### src/rtl/core/htq_ram.sv
// Simple dual-port synchronous RAM: one write port, one read port.
// Read data is registered; old data on a same-address write.
// Depends on nothing.
module htq_ram #(
    parameter int DEPTH = 64,
    parameter int WIDTH = 8
) (
    input  logic                     clk,
    input  logic                     we,
    input  logic [$clog2(DEPTH)-1:0] waddr,
    input  logic [WIDTH-1:0]         wdata,
    input  logic [$clog2(DEPTH)-1:0] raddr,
    output logic [WIDTH-1:0]         rdata
);

    logic [WIDTH-1:0] mem [DEPTH];

    // Write and read the array
    always_ff @(posedge clk)
    begin
        if (we)
        begin
            mem[waddr] <= wdata;
        end
        rdata <= mem[raddr];
    end

endmodule

### config.mk
export PLATFORM = sky130hd
export DESIGN_NAME = htq_ram
export DESIGN_NICKNAME = d
export VERILOG_FILES = /design/src/rtl/core/htq_ram.sv
export SDC_FILE = /design/constraint.sdc
export NUM_CORES = 1
export LEC_CHECK = 0
export BUFFER_PORTS_ARGS = -buffer_cell sky130_fd_sc_hd__buf_2
export CAP_MARGIN = 0
export CORE_MARGIN = 5
export CORE_UTILIZATION = 40
export DETAILED_ROUTE_END_ITERATION = 10
export PLACE_DENSITY_LB_ADDON = 0.25
export SLEW_MARGIN = 20
export SYNTH_ARGS = -nofsm -noshare
export SYNTH_HDL_FRONTEND = slang
export SYNTH_SLANG_ARGS = --single-unit
### constraint.sdc
create_clock -name clk -period 5.5 [get_ports clk]
set_input_delay 0.55 -clock clk [delete_from_list [all_inputs] [get_ports clk]]
set_output_delay 0.55 -clock clk [all_outputs]
set_load 0.03 [all_outputs]
==> impl_metrics.yaml <==
worst_hold_path:
  whs_path_depth: 3
  hold_path_startpoint: "raddr[5]"
  hold_class: "in2reg"
timing:
  skew_ps: 11.4
  max_freq_mhz: 334
  max_slew.worst_pin.slew_ps: 1150
  hold_viol: 0
  finalSetupViolCount: 0
  period_share_pct: 54.4
  tns_ps: 0
  slew_viol_final: 0
  fin_crit_ps: 2990
  rsz0062_at_grt: "false"
  max_slew_margin_pct: 23.2
grt:
  grt_pass1_wl_um: 68000
  grt_max_degree: 65
  grt_overflow: 0
  gr-usage-all-layers_pct: 17.0
  antenna_found_initial: 2
  grt_pass1_vias: 9742
synthesis:
  yosys.area.top_type: "edfxtp_1"
  ys_seq_area_share_pct: 77.0
  ys_ff_latch: 520
  synth_area_leaders: "edfxtp_1, mux4_2, nor2_1"
  yosys_warnings: 0
  synth_ff_type: "edfxtp_1"
  synth.avg_cell_area_sq_um: 21.5
  synth_fp_nets: 962
  syn_inst: 940
  synth.cell_area_sq_um: 20200
  async_flop_share_pct: 0
  ys_types: 40
  synth_edf_count: 512
  yosysTopAreaCellShare_pct: 76.2
routing:
  dr.pass1.iters: 5
  ant_nets: 0
  wl_per_cell_um: 26.7
  drt_iter0_drc: 992
  met2_length_um: 21500
  drc: 0
  vias_per_cell: 5.55
  wl_met3_um: 2800
  highest_layer: "met5"
  vias: 9453
  wirelength_met1_um: 19900
  routed_wl_um: 45500
cells_and_area:
  fin_util_pct: 45.3
  fin_nets: 1013
  syn2layout_area_growth_pct: 12.2
  drive_gt1_share_pct: 25.0
  antenna_cells: 0
clocking:
  cts_tree: "done"
  post_cts_buffers: 0
  clk-insertion-delay-late_ps: 580
  ctsHoldBuffers: 0
  post_cts_resized: 0
  clkTransAtPathRegs_ps: 60
  htreeDepth: 2
  clock_sinks: 520
  cts_buffers: 51
  cts_root_buffer: "clkbuf_16"
  cts.path.max_buffers: 3
placement:
  dpl.hpwl_um: 26900
  gp_congestion: 0.758
  portBuffers: 29
pwr:
  pwr-share-clk_pct: 41.6
  comb_power_share_pct: 4.9
  p_leak_nw: 6.96
  p_sw_share_pct: 20.7
  ir_drop_uv: 217
  p_per_area_nw_per_um2: 364
  intPower_mw: 6.53
  power.switching_mw: 1.70
  fin_total_pwr_mw: 8.23
  p_seq_share_pct: 53.5
worst_setup_path:
  crit_path_start_kind: "primary input"
  setup.worst_path.end_class: "register"
  r2r_cells: 4
  startpoint: "raddr[1]"
  crit_fanout: 49
  cp.required_ps: 5940
  r2r_start: "mem[47][2]"
  crit_type: "in2reg"
  cp.arrival_ps: 3430
run:
  cap_violations: 0
floorplan:
  die_w_um: 235
  rows: 82
  design.die.area_sq_um: 55000
  start_util_pct: 40.4
  fp.coreArea_sq_um: 50000
  ios: 30
  die_h_um: 235
run_status:
  status: "finished clean"
per-layer routing:
metal / global-route usage (%) / vias up
met5: 0 / -
met4: 5.56 / 2
met2: 26.4 / 309
met3: 3.12 / 72
li1: - / 4031
met1: 24.6 / 5039
cells by family after synthesis:
| kind of cell | share of synthesized area (%) |
|---|---|
| AOI/OAI and AO/OA | 2.07 |
| buffers and inverters | 1.57 |
| DFF | 77.0 |
| muxes | 15.9 |
| and+or+nand+nor | 3.39 |
synth_stat cells, drive strengths merged, types with 4 or more instances:
master,count
buf,34
dfxtp,8
nand3,13
o22ai,8
edfxtp,512
nand2,19
clkbuf,17
o21ai,4
a221oi,6
nor2b,14
mux4,126
mux2i,23
o221ai,8
nand2b,7
mux2,13
nor2,83
nor3,7
a211oi,4
sequential cells by signal, indices dropped and copies added, names as in the netlist:
| register | cells |
|---|---|
| rdata | 8 |
| mem | 512 |
cell usage in the layout (no fill, tap or decap), drive strengths merged, types with 13 or more instances in the layout:
cell type and n:
nor2b 14, nand3 13, clkbuf 69, clkinv 18, mux2i 23, nor2 83, mux2 13, mux4 126
nand2 19, buf 48, edfxtp 512
power groups by stage:
| stage | Combinational, mW | Clock, mW | Sequential [mW] |
|---|---|---|---|
| 3_3_place_gp | 0.409 | 0 | 4.49 |
| 3_5_place_dp | 0.413 | 0 | 4.49 |
| 4_1_cts | 0.413 | 3.49 | 4.40 |
| 2_1_floorplan | 0.234 | 0 | 4.49 |
| 5_1_grt | 0.435 | 3.67 | 4.40 |
| 6_report | 0.404 | 3.42 | 4.40 |
final cells by class:
type / instances / area, sq um
Multi-Input combinational cell: 369 / 4320
Sequential cell: 520 / 15500
Clock inverter: 25 / 243
Fill cell: 4179 / 27300
Tap cell: 672 / 841
Timing Repair Buffer: 49 / 314
Clock buffer: 68 / 1380
path summary, 6_finish.rpt:
check	to	slack [ps]
hold / removal	rdata[0]	440
setup / recovery	rdata[0]	2510
hold reg to reg	rdata[6]	820
setup reg to reg	rdata[2]	3270
critical path, cell delays in order:
cell       delay, ps
buf_4            620
buf_4            450
mux4_2           530
mux2_2           280
a221oi_1         770
o2bb2ai_1        180
through the flow:
| stage | cell area (sq um) | cells | hold slack, ps | worst slack [ps] |
|---|---|---|---|---|
| floorplan | 20200 | 940 | 649 | 3280 |
| global placement | 21000 | 1610 | 785 | 1870 |
| detailed placement | 21000 | 1610 | 808 | 1890 |
| CTS | 22600 | 1703 | 390 | 2500 |
| global route | 22600 | 1703 | 441 | 2440 |
| finish | 22600 | 1703 | 444 | 2510 |
Note: power is estimated with default switching activity, not from simulation.
